**src/rtl/mcpwm_pkg.sv**
```systemverilog
package mcpwm_pkg;

   localparam int DEFAULT_CHANNELS   = 8;
   localparam int DEFAULT_COUNT_BITS = 32;

   localparam int KIND_BITS     = 2;
   localparam int ADDR_BITS     = 8;
   localparam int DATA_BITS     = 32;
   localparam int OUT_BITS      = 8;
   localparam int WORD_BITS     = ADDR_BITS - 2;
   localparam int REQ_DATA_BITS = 40;
   localparam int RSP_DATA_BITS = 40;

   typedef enum logic [KIND_BITS-1:0] {
      KIND_TICK  = 2'd0,
      KIND_WRITE = 2'd1,
      KIND_READ  = 2'd2
   } kind_type;

   localparam logic [WORD_BITS-1:0] WORD_GEN_ENABLE = 6'd0;
   localparam logic [WORD_BITS-1:0] WORD_OUT_ENABLE = 6'd1;
   localparam logic [WORD_BITS-1:0] WORD_CHAN_BASE  = 6'd2;

endpackage

```
**src/rtl/multi_channel_pwm_peripheral.sv**
```systemverilog
// Multi-channel PWM peripheral. Each request transfer is one timer tick, one register
// write or one register read, selected by req_tuser; every request gives exactly one
// response carrying the read data (zero unless a read) and the channel output levels
// after that request. Register map by byte offset: 0x00 generation enables, 0x04 output
// enables, 0x08+8n period of channel n, 0x0C+8n high time of channel n; unmapped
// offsets read as zero and ignore writes. A request is processed in the cycle it is
// accepted and its response appears on the next cycle unless an older untaken one holds
// the output; one request is taken every cycle while req_tready is high. A two-entry
// response buffer keeps req_tready high while one waits; it drops only when both are full.
module multi_channel_pwm_peripheral #(
   parameter int CHANNELS   = mcpwm_pkg::DEFAULT_CHANNELS,
   parameter int COUNT_BITS = mcpwm_pkg::DEFAULT_COUNT_BITS
) (
   input  logic                               clock,
   input  logic                               reset,
   input  logic                               req_tvalid,
   output logic                               req_tready,
   // address [7:0], write_data [39:8]
   input  logic [mcpwm_pkg::REQ_DATA_BITS-1:0] req_tdata,
   // kind [1:0]
   input  logic [mcpwm_pkg::KIND_BITS-1:0]     req_tuser,
   output logic                               rsp_tvalid,
   input  logic                               rsp_tready,
   // read_data [31:0], pwm_out [39:32]
   output logic [mcpwm_pkg::RSP_DATA_BITS-1:0] rsp_tdata
);
   import mcpwm_pkg::*;

   localparam int CH_IDX_BITS = (CHANNELS > 1) ? $clog2(CHANNELS) : 1;
   localparam int LVL_BITS    = (CHANNELS > OUT_BITS) ? CHANNELS : OUT_BITS;

   logic [CHANNELS-1:0]   gen_enable_ff, gen_enable_in;
   logic [CHANNELS-1:0]   out_enable_ff, out_enable_in;
   logic [COUNT_BITS-1:0] period_ff [CHANNELS];
   logic [COUNT_BITS-1:0] period_in [CHANNELS];
   logic [COUNT_BITS-1:0] high_ff   [CHANNELS];
   logic [COUNT_BITS-1:0] high_in   [CHANNELS];
   logic [COUNT_BITS-1:0] phase_ff  [CHANNELS];
   logic [COUNT_BITS-1:0] phase_in  [CHANNELS];

   logic [RSP_DATA_BITS-1:0] out_data_ff, out_data_in;
   logic                     out_valid_ff, out_valid_in;
   logic [RSP_DATA_BITS-1:0] skid_data_ff, skid_data_in;
   logic                     skid_valid_ff, skid_valid_in;

   logic                   accept;
   logic                   take;
   kind_type               kind;
   logic [ADDR_BITS-1:0]   address;
   logic [DATA_BITS-1:0]   write_data;
   logic [WORD_BITS-1:0]   word_sel;
   logic [WORD_BITS-1:0]   word_off;
   logic [WORD_BITS-2:0]   chan_num;
   logic                   chan_hit;
   logic [CH_IDX_BITS-1:0] chan_idx;
   logic                   is_tick;
   logic                   is_write;
   logic                   is_read;
   logic [COUNT_BITS:0]    phase_next;
   logic [DATA_BITS-1:0]   read_data;
   logic [LVL_BITS-1:0]    level_all;
   logic [OUT_BITS-1:0]    pwm_out;
   logic [RSP_DATA_BITS-1:0] result;

   assign accept     = req_tvalid && req_tready;
   assign take       = rsp_tvalid && rsp_tready;
   assign req_tready = !skid_valid_ff;
   assign rsp_tvalid = out_valid_ff;
   assign rsp_tdata  = out_data_ff;

   assign kind       = kind_type'(req_tuser);
   assign address    = req_tdata[ADDR_BITS-1:0];
   assign write_data = req_tdata[ADDR_BITS+DATA_BITS-1:ADDR_BITS];
   assign word_sel   = address[ADDR_BITS-1:2];
   assign word_off   = word_sel - WORD_CHAN_BASE;
   assign chan_num   = word_off[WORD_BITS-1:1];
   assign chan_hit   = (word_sel >= WORD_CHAN_BASE) && (32'(chan_num) < CHANNELS);
   assign chan_idx   = chan_num[CH_IDX_BITS-1:0];

   always_comb begin
      is_tick  = 1'b0;
      is_write = 1'b0;
      is_read  = 1'b0;
      case (kind)
         KIND_TICK:  is_tick  = accept;
         KIND_WRITE: is_write = accept;
         KIND_READ:  is_read  = accept;
         default: begin
         end
      endcase
   end

   always_comb begin
      gen_enable_in = gen_enable_ff;
      out_enable_in = out_enable_ff;
      phase_next    = '0;
      if (is_write && (word_sel == WORD_GEN_ENABLE)) begin
         gen_enable_in = write_data[CHANNELS-1:0];
      end
      if (is_write && (word_sel == WORD_OUT_ENABLE)) begin
         out_enable_in = write_data[CHANNELS-1:0];
      end
      for (int c = 0; c < CHANNELS; c++) begin
         period_in[c] = period_ff[c];
         high_in[c]   = high_ff[c];
         phase_in[c]  = phase_ff[c];
         if (is_write && chan_hit && (chan_num == (WORD_BITS-1)'(c))) begin
            if (word_sel[0] == 1'b0) begin
               period_in[c] = write_data[COUNT_BITS-1:0];
            end else begin
               high_in[c] = write_data[COUNT_BITS-1:0];
            end
         end
         if (!gen_enable_in[c]) begin
            phase_in[c] = '0;
         end else if (is_tick) begin
            phase_next = {1'b0, phase_ff[c]} + 1'b1;
            if (phase_next >= {1'b0, period_ff[c]}) begin
               phase_in[c] = '0;
            end else begin
               phase_in[c] = phase_next[COUNT_BITS-1:0];
            end
         end
      end
   end

   always_comb begin
      level_all = '0;
      for (int c = 0; c < CHANNELS; c++) begin
         level_all[c] = gen_enable_in[c] && out_enable_in[c] && (period_in[c] != '0) &&
                        ((phase_in[c] < high_in[c]) || (high_in[c] >= period_in[c]));
      end
      pwm_out = level_all[OUT_BITS-1:0];
   end

   always_comb begin
      read_data = '0;
      if (is_read) begin
         if (word_sel == WORD_GEN_ENABLE) begin
            read_data = DATA_BITS'(gen_enable_ff);
         end else if (word_sel == WORD_OUT_ENABLE) begin
            read_data = DATA_BITS'(out_enable_ff);
         end else if (chan_hit) begin
            if (word_sel[0] == 1'b0) begin
               read_data = DATA_BITS'(period_ff[chan_idx]);
            end else begin
               read_data = DATA_BITS'(high_ff[chan_idx]);
            end
         end
      end
      result = {pwm_out, read_data};
   end

   always_comb begin
      out_data_in   = out_data_ff;
      out_valid_in  = out_valid_ff;
      skid_data_in  = skid_data_ff;
      skid_valid_in = skid_valid_ff;
      if (skid_valid_ff) begin
         if (take) begin
            out_data_in   = skid_data_ff;
            skid_valid_in = 1'b0;
         end
      end else if (accept) begin
         if (!out_valid_ff || take) begin
            out_data_in  = result;
            out_valid_in = 1'b1;
         end else begin
            skid_data_in  = result;
            skid_valid_in = 1'b1;
         end
      end else if (take) begin
         out_valid_in = 1'b0;
      end
   end

   always_ff @(posedge clock) begin
      if (reset) begin
         gen_enable_ff <= '0;
         out_enable_ff <= '0;
         out_valid_ff  <= 1'b0;
         skid_valid_ff <= 1'b0;
         for (int c = 0; c < CHANNELS; c++) begin
            period_ff[c] <= '0;
            high_ff[c]   <= '0;
            phase_ff[c]  <= '0;
         end
      end else begin
         gen_enable_ff <= gen_enable_in;
         out_enable_ff <= out_enable_in;
         out_valid_ff  <= out_valid_in;
         skid_valid_ff <= skid_valid_in;
         for (int c = 0; c < CHANNELS; c++) begin
            period_ff[c] <= period_in[c];
            high_ff[c]   <= high_in[c];
            phase_ff[c]  <= phase_in[c];
         end
      end
   end

   always_ff @(posedge clock) begin
      out_data_ff  <= out_data_in;
      skid_data_ff <= skid_data_in;
   end

endmodule

```
**config.mk**
```make
export PLATFORM = sky130hd
export DESIGN_NAME = multi_channel_pwm_peripheral
export DESIGN_NICKNAME = d
export VERILOG_FILES = /design/src/rtl/mcpwm_pkg.sv /design/src/rtl/multi_channel_pwm_peripheral.sv
export SDC_FILE = /design/constraint.sdc
export NUM_CORES = 2
export LEC_CHECK = 0
export ABC_CLOCK_PERIOD_IN_PS = 9800
export BUFFER_PORTS_ARGS = -buffer_cell sky130_fd_sc_hd__buf_4
export CAP_MARGIN = 40
export CORE_MARGIN = 3
export CORE_UTILIZATION = 70
export DETAILED_ROUTE_END_ITERATION = 6
export PLACE_DENSITY = 0.86
export SLEW_MARGIN = 10
export SYNTH_ARGS = -nofsm -noshare
export SYNTH_HDL_FRONTEND = slang
export SYNTH_SLANG_ARGS = --single-unit
export TNS_END_PERCENT = 10
```
**constraint.sdc**
```tcl
create_clock -name clock -period 9.8 [get_ports clock]
set_input_delay 0.98 -clock clock [delete_from_list [all_inputs] [get_ports clock]]
set_output_delay 0.98 -clock clock [all_outputs]
set_load 0.05 [all_outputs]
```
# Yosys cells after proc, flatten, opt, wreduce, memory -nomap -nowiden
# Memory sizes are Yosys's and may differ from the RTL's.
# Cells that the tools add are included.
# W data, S select, Z words.
# word_totals
regBits	98
output_inout_bits	42
mem_bits_rw	768
mem_count	3
# classes
add_sub_neg	9
mux	104
n_eq_ne	12
magnitude_cmp	26
n_bitwise	26
reduce_logical	66
# memory_table
name	words	width	read_ports	rd_ports_with_merged_regs	wr	line	text
high_ff	8	32	9	0	8	multi_channel_pwm_peripheral.sv:36	logic [COUNT_BITS-1:0] high_ff [CHANNELS];
period_ff	8	32	9	0	8	multi_channel_pwm_peripheral.sv:34	logic [COUNT_BITS-1:0] period_ff [CHANNELS];
phase_ff	8	32	8	0	8	multi_channel_pwm_peripheral.sv:38	logic [COUNT_BITS-1:0] phase_ff [CHANNELS];
# ops
cell	n
$mux W32	85
$add A32 B1 Y33 const B	8
$ge A33 B32 Y1	8
$ge A32 B32 Y1	8
$lt A32 B32 Y1	8
$reduce_bool A32 Y1	8
$mux W40	4
$logic_and A1 B1 Y1	38
$or A1 B1 Y1	24
$eq A5 B3 Y1 const B	4
$mux W8	2
$mux W1	13
$eq A5 B2 Y1 const B	2
$logic_or A1 B1 Y1	9
$reduce_and A3 Y1	3
$eq A6 B1 Y1 const B	1
$ge A6 B2 Y1 const B	1
$logic_not A6 Y1	1
$reduce_bool A2 Y1	3
$sub A6 B2 Y6 const B	1
$eq A5 B1 Y1 const B	1
$logic_not A5 Y1	1
$lt A5 B4 Y1 const B	1
$ne A2 B1 Y1 const B	2
5 further kinds	7

# Longest topological paths before layout
# logic_depth
ltp_word	12
mapped_depth	31
depth_no_buf	28

# Least setup slack after synthesis
# No wires, ideal clock.
# synth_path
path_kind	input port to flip-flop
from	input port req_tdata[3] (netlist name)
to	register out_data_ff[33] (netlist: rsp_tdata[33]) (data pin)
slack_ns	3.000
arrival_time_ns	6.539
required_ns	9.540
stages	25
n_path_buf	8
cell_sequence	clkbuf_1 -> clkbuf_1 -> buf_1 -> clkbuf_1 -> inv_1 -> ha_1 -> nor3b_1 -> a211oi_1 -> a32o_1 -> buf_2 -> and4_1 -> clkbuf_1 -> buf_1 -> buf_2 -> mux2i_1 -> ha_1 -> and4_1 -> nand4_1 -> a21oi_1 -> a211oi_1 -> nor2_1 -> o31ai_1 -> o2111ai_1 -> and3_1 -> mux2_2
# synth_via
elab_chain_cells	12
# synth_rtl
element	line	text
from (decl)	multi_channel_pwm_peripheral.sv:19	input logic [mcpwm_pkg::REQ_DATA_BITS-1:0] req_tdata,
$sub A6 B2 Y6	multi_channel_pwm_peripheral.sv:75	assign word_off = word_sel - WORD_CHAN_BASE;
$lt A5 B4 Y1	multi_channel_pwm_peripheral.sv:77	assign chan_hit = (word_sel >= WORD_CHAN_BASE) && (32'(chan_num) < CHANNELS);
$logic_and A1 B1 Y1	multi_channel_pwm_peripheral.sv:77	
$logic_and A1 B1 Y1 (2 in series)	multi_channel_pwm_peripheral.sv:107	if (is_write && chan_hit && (chan_num == (WORD_BITS-1)'(c))) begin
$mux W32	multi_channel_pwm_peripheral.sv:107	
$lt A32 B32 Y1, or another cell as far along	multi_channel_pwm_peripheral.sv:131	((phase_in[c] < high_in[c]) || (high_in[c] >= period_in[c]));
$logic_or A1 B1 Y1 or $logic_and A1 B1 Y1 (tied branches)	multi_channel_pwm_peripheral.sv:131, multi_channel_pwm_peripheral.sv:130	
$logic_and A1 B1 Y1 *	multi_channel_pwm_peripheral.sv:130	level_all[c] = gen_enable_in[c] && out_enable_in[c] && (period_in[c] != '0) &&
via level_all[1]	multi_channel_pwm_peripheral.sv:61	logic [LVL_BITS-1:0] level_all;
$mux W40 *	multi_channel_pwm_peripheral.sv:165	if (!out_valid_ff || take) begin
$mux W40 *	multi_channel_pwm_peripheral.sv:164	end else if (accept) begin
$mux W40 *	multi_channel_pwm_peripheral.sv:159	if (skid_valid_ff) begin
via out_data_in[33]	multi_channel_pwm_peripheral.sv:41	logic [RSP_DATA_BITS-1:0] out_data_ff, out_data_in;
to (signal assigned)	multi_channel_pwm_peripheral.sv:202	out_data_ff <= out_data_in;
to (decl)	multi_channel_pwm_peripheral.sv:41	
# Mark *: on every way through the listed nets, which the timed path passes. The rest lies on a longest branch. The select of a mux whose other input is x is not followed.
# A chain may end at the register's enable or synchronous reset.

==> impl_results.md <==
* Clk_skew at ~0.022 ns
* Count leader, synth: nor2_1
* Top cells by count, synth: nor2_1, dfxtp_1, ha_1, inv_1, mux2i_1
* CTS tree: yes
* Status: finished, violations left
* Crit path capture type: flop
* Net Count, Synth at just under 8000
* DRT iter0 DRCs at 8991
* Gate power share at 6.0%
* Post-cts sizing count at 0
* Synth Area in Compound Gates at 11.0%
* Final core utilization at 76.9%
* Crit share post-route at a little over 80%
* EDFF count, synth at 80
* Seq pwr share at roughly 45%
* Critical path required time at a little over 10 ns
* Sw Ratio at 24.7%
* Die Width at roughly 300 µm
* Power share of the clock group at between 40 and 50%
* Share of cells above drive strength 1 at just under 8%
* Worst Max-Slew Pin Slew at between 1 and 1.5 ns
* Dominant cells by area after synthesis: dfxtp_1, ha_1, mux2i_1
* Grt ovf at 0
* First-pass iteration count of the detailed router at 7
* Hold Fails Final Rpt at 0
* Area growth syn-to-layout at 7.99%
* Max_slew headroom at 21.3%
* Die height at approximately 300 µm
* Total GRT Usage at 48.0%
* # fillers at about 6000
* Detail Route Antenna Nets at 0
* Ys flop type: dfxtp_1
* Final wirelength at 224000 µm
* Vias per cell at about 7
* Warnings from Yosys at 0
* Clock Tree Buf Depth at 3
* Failing checks: DRC
* Final setup fails at 0
* Post-Syn Instances at just over 7000
* Starting Density at between 70 and 80%
* IO buf count at 85
* Synth area leader: dfxtp_1
* Clock sinks at 866
* Worst-path clk slew at ~0.060 ns
* CTS Hold Bufs at 0
* Core footprint at between 0.08 and 0.09 mm²
* Peak VDD IR at 0.000190 V
* Post-CTS setup buffer count at 0
* Via Count at about 56000
* CP max FO at 17
* Largest family of logic cells by synthesized area: simple AND/OR/NAND/NOR gates
* Maxcap violations at 0
* P_int at about 6.1 mW
* Clock root buffer: clkbuf_16
* Max-slew violations at 0
* Fin cells at slightly above 8000
* Max frequency at 0.124 GHz
* Startpoint Class: flop
* RSZ-0062 raised after global routing: no
* Hpwl dp at between 150000 and 200000 µm
* Synth top area share at ~26%
* Gpl congestion at around 1.1
* First-pass GRT wire length at 326000 µm
* Unique masters post-synth at 85
* Synth Area in XOR/XNOR at 3.90%
* P_sw at 2.01 mW
* Worst path arrival time at 8.49 ns
* Largest net degree at the start of global routing at approximately 150
* H-tree levels at 3
* Worst min path class: in -> reg
* Fin Setup TNS at 0 ns
* Cell count after placement at 7968
* Pleak at approximately 31 nW
* Final min period at slightly above 8 ns
* TritonCTS buffer count at 97
* Pwr/cell area at about 120 mW/mm²
* Ys async rst share at 0%
* Avg Cell Area, Syn at a little under 9 µm²
* DIE AREA at between 0.09 and 0.1 mm²
* Row cnt at ~110
* Setup CP Type: reg -> reg
* I/O pins at a little under 90
* Initial antenna violation count at 22
* Synth Area in Adders at between 10% and 20%
* DRC viols at 1
* Sequential share of the synthesized area at between 20% and 30%
* Nets at 7743
* Vias in the first global route at 52000
* Simple-gate area share of the yosys netlist at 19.0%
* Worst skew pair latency at approximately 0.70 ns
* Post-synthesis mux area share at approximately 15%
* #FFs+latches synth at about 870
* Routed WL per cell at 27.5 µm
* Cell Area, Synth at 0.0611 mm²
==> cell type report <==
class	count	area (µm²)	area share, %
Sequential cell	866	18100	27.5
Multi-Input combinational cell	5241	39600	60.0
Clock inverter	56	778	1.18
Clock buffer	124	2660	4.03
Inverter	559	2100	3.18
Antenna cell	8	20.0	0.0303
Tap cell	1144	1430	2.17
Timing Repair Buffer	159	1290	1.96
==> through the flow <==
stage                     area [µm²]  hold slack [ns]  power [mW]  worst slack [ns]
after floorplan                61100            0.472        3.98              3.00
after global placement         62400            0.490        4.14              1.97
after detailed placement       62500            0.494        4.15              1.95
after CTS                      65900            0.475        8.07              1.99
after global routing           65900            0.500        8.24              1.23
final                          66000            0.493        8.11              1.76
==> per-layer routing <==
| metal | track usage (%) | wire length (µm) |
|---|---|---|
| met5 | 0 | 148 |
| met4 | 22.4 | 12500 |
| met3 | 19.7 | 38900 |
| met2 | 65.6 | 87000 |
| met1 | 65.6 | 85600 |
==> cell families (layout without fill, tap and decap cells) <==
kind of cell | count (synthesis) | count (layout)
and+or+nand+nor | 2438 | 2438
other | 0 | 8
buffers and inverters | 945 | 898
adders and majority gates | 773 | 773
xor gates and xnor gates | 272 | 272
AOI/OAI and AO/OA | 1061 | 1061
muxes | 697 | 697
DFF | 866 | 866
==> worst max-delay path, cell delays in order, from the launching register on <==
cell	delay, ns
dfxtp_1	0.49
ha_1	0.30
nand4_1	0.32
or4_1	0.66
nor3_1	0.56
and3_1	0.26
xor2_1	0.20
ha_1	0.27
nand4_1	0.14
nor2_1	0.07
o31ai_1	0.23
o2111ai_1	0.15
or3_1	0.64
buf_4	0.31
nor2_1	0.63
a22oi_1	0.18
nor2_1	0.34
ha_1	0.24
nand4_1	0.12
nor4_1	0.32
and4_1	0.27
and4_1	0.21
a21boi_0	0.18
o21ai_0	0.11
and3_1	0.29
mux2_2	0.29
==> power groups by stage <==
stage / clock, mW / combinational (mW) / sequential (mW)
after floorplan: 0 / 0.248 / 3.73
after global placement: 0 / 0.455 / 3.68
after detailed placement: 0 / 0.466 / 3.68
after CTS: 4.00 / 0.468 / 3.61
after global routing: 4.13 / 0.500 / 3.61
final: 4.01 / 0.490 / 3.61
==> final timing paths <==
check / endpoint / start / depth (start not counted) / slack, ns
worst max-delay path: rsp_tdata[33]$_DFFE_PP_ / phase_ff[0][32]$_SDFF_PP0_ / 25 / 1.76
worst min-delay path: skid_valid_ff$_SDFF_PP0_ / rsp_tready / 2 / 0.49
worst max register to register: rsp_tdata[33]$_DFFE_PP_ / phase_ff[0][32]$_SDFF_PP0_ / 25 / 1.76
worst min register to register: phase_ff[1][85]$_SDFF_PP0_ / phase_ff[1][85]$_SDFF_PP0_ / 2 / 0.51
==> registers in the layout, summed over array words and instances, names as in the netlist <==
| name | flops |
|---|---|
| high_ff | 256 |
| period_ff | 256 |
| phase_ff | 256 |
| rsp_tdata | 40 |
| skid_data_ff | 40 |
| gen_enable_ff | 8 |
| out_enable_ff | 8 |
| rsp_tvalid | 1 |
| skid_valid_ff | 1 |
==> cells in the final DEF (no fill, tap or decap), types with 80 or more instances in the layout <==
master and n:
nor2_1 1084, a21o_1 161, o21ai_0 204, mux2i_1 514, nand2_1 338, inv_1 558
buf_4 147, mux4_2 160, clkbuf_16 99, nand3_1 189, xnor2_1 168, nor3_1 101
xor2_1 103, nor4_1 90, ha_1 772, a21oi_1 382, nor2b_1 126, nand4_1 171
dfxtp_1 786, edfxtp_1 80
Power figures use the tool's default switching activity.
